[src/lers_ram.sv]
// Generic single-port RAM with registered read.
module lers_ram #(
  parameter int WIDTH = 8,
  parameter int DEPTH = 256,
  localparam int AW = (DEPTH > 1) ? $clog2(DEPTH) : 1
) (
  input  logic             clk,
  input  logic             we,
  input  logic [AW-1:0]    addr,
  input  logic [WIDTH-1:0] wdata,
  output logic [WIDTH-1:0] rdata
);

  logic [WIDTH-1:0] mem [DEPTH];

  always_ff @(posedge clk) begin
    if (we) begin
      mem[addr] <= wdata;
    end
    rdata <= mem[addr];
  end

endmodule

[config.mk]
export PLATFORM = sky130hd
export DESIGN_NAME = lers_ram
export DESIGN_NICKNAME = d
export VERILOG_FILES = /design/src/lers_ram.sv
export SDC_FILE = /design/constraint.sdc
export NUM_CORES = 2
export LEC_CHECK = 0
export BUFFER_PORTS_ARGS = -buffer_cell sky130_fd_sc_hd__buf_2
export CORE_AREA = 2 2 381 383
export DETAILED_ROUTE_END_ITERATION = 16
export DIE_AREA = 0 0 383 385
export PLACE_DENSITY = 0.7
export SKIP_LAST_GASP = 1
export SYNTH_ARGS = -nofsm -noshare
export SYNTH_HDL_FRONTEND = slang
export SYNTH_SLANG_ARGS = --single-unit
[constraint.sdc]
create_clock -name clk -period 4.1 [get_ports clk]
set_input_delay 1.025 -clock clk [delete_from_list [all_inputs] [get_ports clk]]
set_output_delay 1.025 -clock clk [all_outputs]
set_load 0.02 [all_outputs]
==> results.tsv <==
stage	metric	value	unit
sta	setup_violations	0	
final_layout	n_fill_cell	9348	
run_status	status	finished, final reports clean	
detailed_routing	firstDrtPassIters	6	
global_routing	grt_first_pass_wirelength	272000	um
setup_path	worstSetupStartpointType	input pin	
global_routing	grt_busiest_layer	met2	
detailed_routing	postRouteAntennaNets	0	
sta	worst_pin_slew	1.21	ns
synth	synth_xor_area_share	0	%
setup_path	crit_family	compound AO/OA/AOI/OAI gates	
clocking	cts_setup_buffers	0	
sta	fin_crit_sh	85.6	%
power	ir_drop	0.000544	V
global_routing	grt_use_total	25.6	%
global_routing	use_met3	5.62	%
sta	rsz0062_at_grt	no	
sta	maxSlewViolCount	0	
floorplan	die_y	385	um
synth	yosys.area_share.simple	1.73	%
clocking	clk_path_buf_depth	3	
floorplan	floorplan.initialDensity	54.8	%
clocking	clk-insertion-delay-late	0.85	ns
place	pre_cts_ws	-0.250	ns
floorplan	die_w	383	um
min_path	worstHoldPathType	in2reg	
sta	fin_ws	0.592	ns
global_routing	grt_util_met1	36.8	%
clocking	cts_tree	yes	
synth	synth.ff_latch_count	2056	
clocking	cts-hold-fix-buffers	0	
sta	fmax	285	MHz
clocking	clkSinkCount	2056	
global_routing	grt_pass1_vias	39000	
synth	ys_async_sr_fraction	0	%
synth	yosys_warnings	0	
setup_path	critical_path.most_common_cell	buf_4	
detailed_routing	drtIter0Drc	5136	
final_layout	drive_gt1_share	30.4	%
floorplan	rows	139	
synth	avgSynthCellArea	22.1	um^2
synth	synth.distinct_cells	22	
sta	final.setup.tns	0	ns
detailed_routing	routed-via-count	38700	
sta	finalHoldViolCount	0	
detailed_routing	wl_per_cell	30.6	um
setup_path	crit_fanout	30	
sta	relSlewSlack	18.9	%
final_layout	area_growth	14.9	%
floorplan	core_region_area	143000	um^2
sta	fin_skew	0.0364	ns
floorplan	die-area	147000	um^2
final_layout	final_cell_area	90200	um^2
final_layout	ff_latch_area	61700	um^2
setup_path	slowest_stage	o41ai_1	
global_routing	use_met2	40.2	%
final_layout	multiInputGateArea	15800	um^2
synth	synth-compound-area-share	3.62	%
clocking	h-tree-depth	4	
synth	synth-edff-count	2048	
detailed_routing	drt-total-wl	185000	um
detailed_routing	vias_per_cell	6.40	
clocking	root_buffer	clkbuf_16	
global_routing	grt_overflow	0	
clocking	cts_made_buffers	198	
power	powerDensity	475	nW/um^2
place	hpwl	114000	um
setup_path	worstPathArrival	4.22	ns
power	p_leak	0.0283	uW
clocking	cts.clk_slew.worst_paths	0.06	ns
place	routabilityCongestion	0.854	
sta	final.min_clock_period	3.51	ns
place	portBuffers	25	
setup_path	required	4.81	ns
setup_path	crit_buf_inv	3	
synth	syn_area	78500	um^2
synth	synth_top_family_by_area	multiplexers	
floorplan	io_pins	26	
final_layout	nNetsFinal	3994	
synth	syn_inst	3547	
global_routing	grt_max_degree	133	
place	placed_cell_area	83900	um^2
detailed_routing	remaining_drc_errors	0	
setup_path	cpPeakStageDelay	0.90	ns
flow_run	drv_cap	0	
clocking	cts-resized-gates	0	
sta	fin_hold_ws	0.648	ns
setup_path	criticalPathCategory	in2reg	
synth	synthAdderAreaFrac	0	%
power	p_total	42900	uW
synth	synth_flop_cell	edfxtp_1	
setup_path	crit_chain	buf_8 > buf_4 > mux4_2 > a22oi_1 > a21oi_1 > o41ai_1 > buf_4 > nand4_1	
synth	synth_mux_area_share	14.7	%
global_routing	antenna_found_initial	8	
setup_path	setup.worst_path.end_class	flop	
synth	syn_nets	3565	
synth	synth-seq-area-share	78.6	%
[path summary, 6_finish.rpt]
check                                    to  cells after the start  slack [ns]   startpoint
worst max-delay path               rdata[6]                      8        0.59      addr[0]
worst min register to register     rdata[6]                      5        0.98   mem[16][6]
worst max register to register     rdata[6]                      6        1.23  mem[251][6]
worst min-delay path            mem[190][2]                      1        0.65     wdata[2]
[layer usage]
metal  vias to the layer above  part of all wire (%)  routed length [um]
met2                      1936                    48               89600
met4                         8                   2.7                4930
met1                     20500                    39               72400
met3                       287                   9.8               18000
li1                      16000                     -                   -
met5                         -                 0.026                  48
[cells in the final DEF (no fill, tap or decap), types with 31 or more instances in the layout]
| cell type | synthesis | final |
|---|---|---|
| clkbuf_16 | 0 | 201 |
| a22oi_1 | 256 | 256 |
| clkinv_1 | 0 | 57 |
| clkbuf_1 | 145 | 36 |
| mux4_2 | 512 | 512 |
| nor2_1 | 232 | 231 |
| buf_4 | 16 | 392 |
| edfxtp_1 | 2048 | 2048 |
| clkinv_2 | 0 | 40 |
| buf_12 | 0 | 44 |
| a21oi_1 | 128 | 128 |
| o41ai_1 | 32 | 31 |
[power by group]
group / switching, uW / internal (uW) / leakage (uW)
registers: 36.2 / 23200 / 0.0185
logic: 1280 / 754 / 0.00670
clock network: 7690 / 9940 / 0.00308
[through the flow]
stage	std cells	util [%]
global placement	5679	58.6
global route	6046	63.0
floorplan	3547	-
detailed placement	5679	58.6
CTS	6046	63.0
finish	6047	63.0
[logic make-up (layout without fill, tap and decap cells)]
family	Yosys count	after routing
multiplexers	512	512
AND/OR/NAND/NOR	330	330
flip-flops	2056	2056
AO/OA/AOI/OAI	416	416
other	0	1
buffers and inverters	233	829
[synth_stat cells (7+ instances only)]
cell	n	area share, %
mux4_2	512	15
nor2b_1	7	0.056
nor3_1	30	0.19
a22oi_1	256	2.4
nand2_1	28	0.13
buf_1	19	0.091
buf_2	36	0.23
buf_6	16	0.23
nand3_1	13	0.083
edfxtp_1	2048	78
nor2_1	232	1.1
nand4_1	8	0.064
dfxtp_1	8	0.20
o41ai_1	32	0.36
clkbuf_1	145	0.69
buf_4	16	0.15
a21oi_1	128	0.82
[final cells by class]
cell class,count,share of cell area [%]
Clock inverter,130,1.25
Clock buffer,237,5.73
Inverter,1,0.00416
Timing Repair Buffer,461,4.49
Multi-Input combinational cell,1258,17.5
Tap cell,1903,2.64
Sequential cell,2056,68.4
Antenna cell,1,0.00278
[registers in the layout, indices dropped and copies added, names as in the netlist]
register / flops
mem: 2048
rdata: 8
[worst register-to-register path, delay by kind of cell, from the launching register on]
family,cells,cell delay [ns]
buf+inv,1,0.28
simple gates,1,0.08
compound gates,3,1.55
mux,1,0.48
flops,1,0.36
No activity file was read; power rests on OpenSTA's default activity.
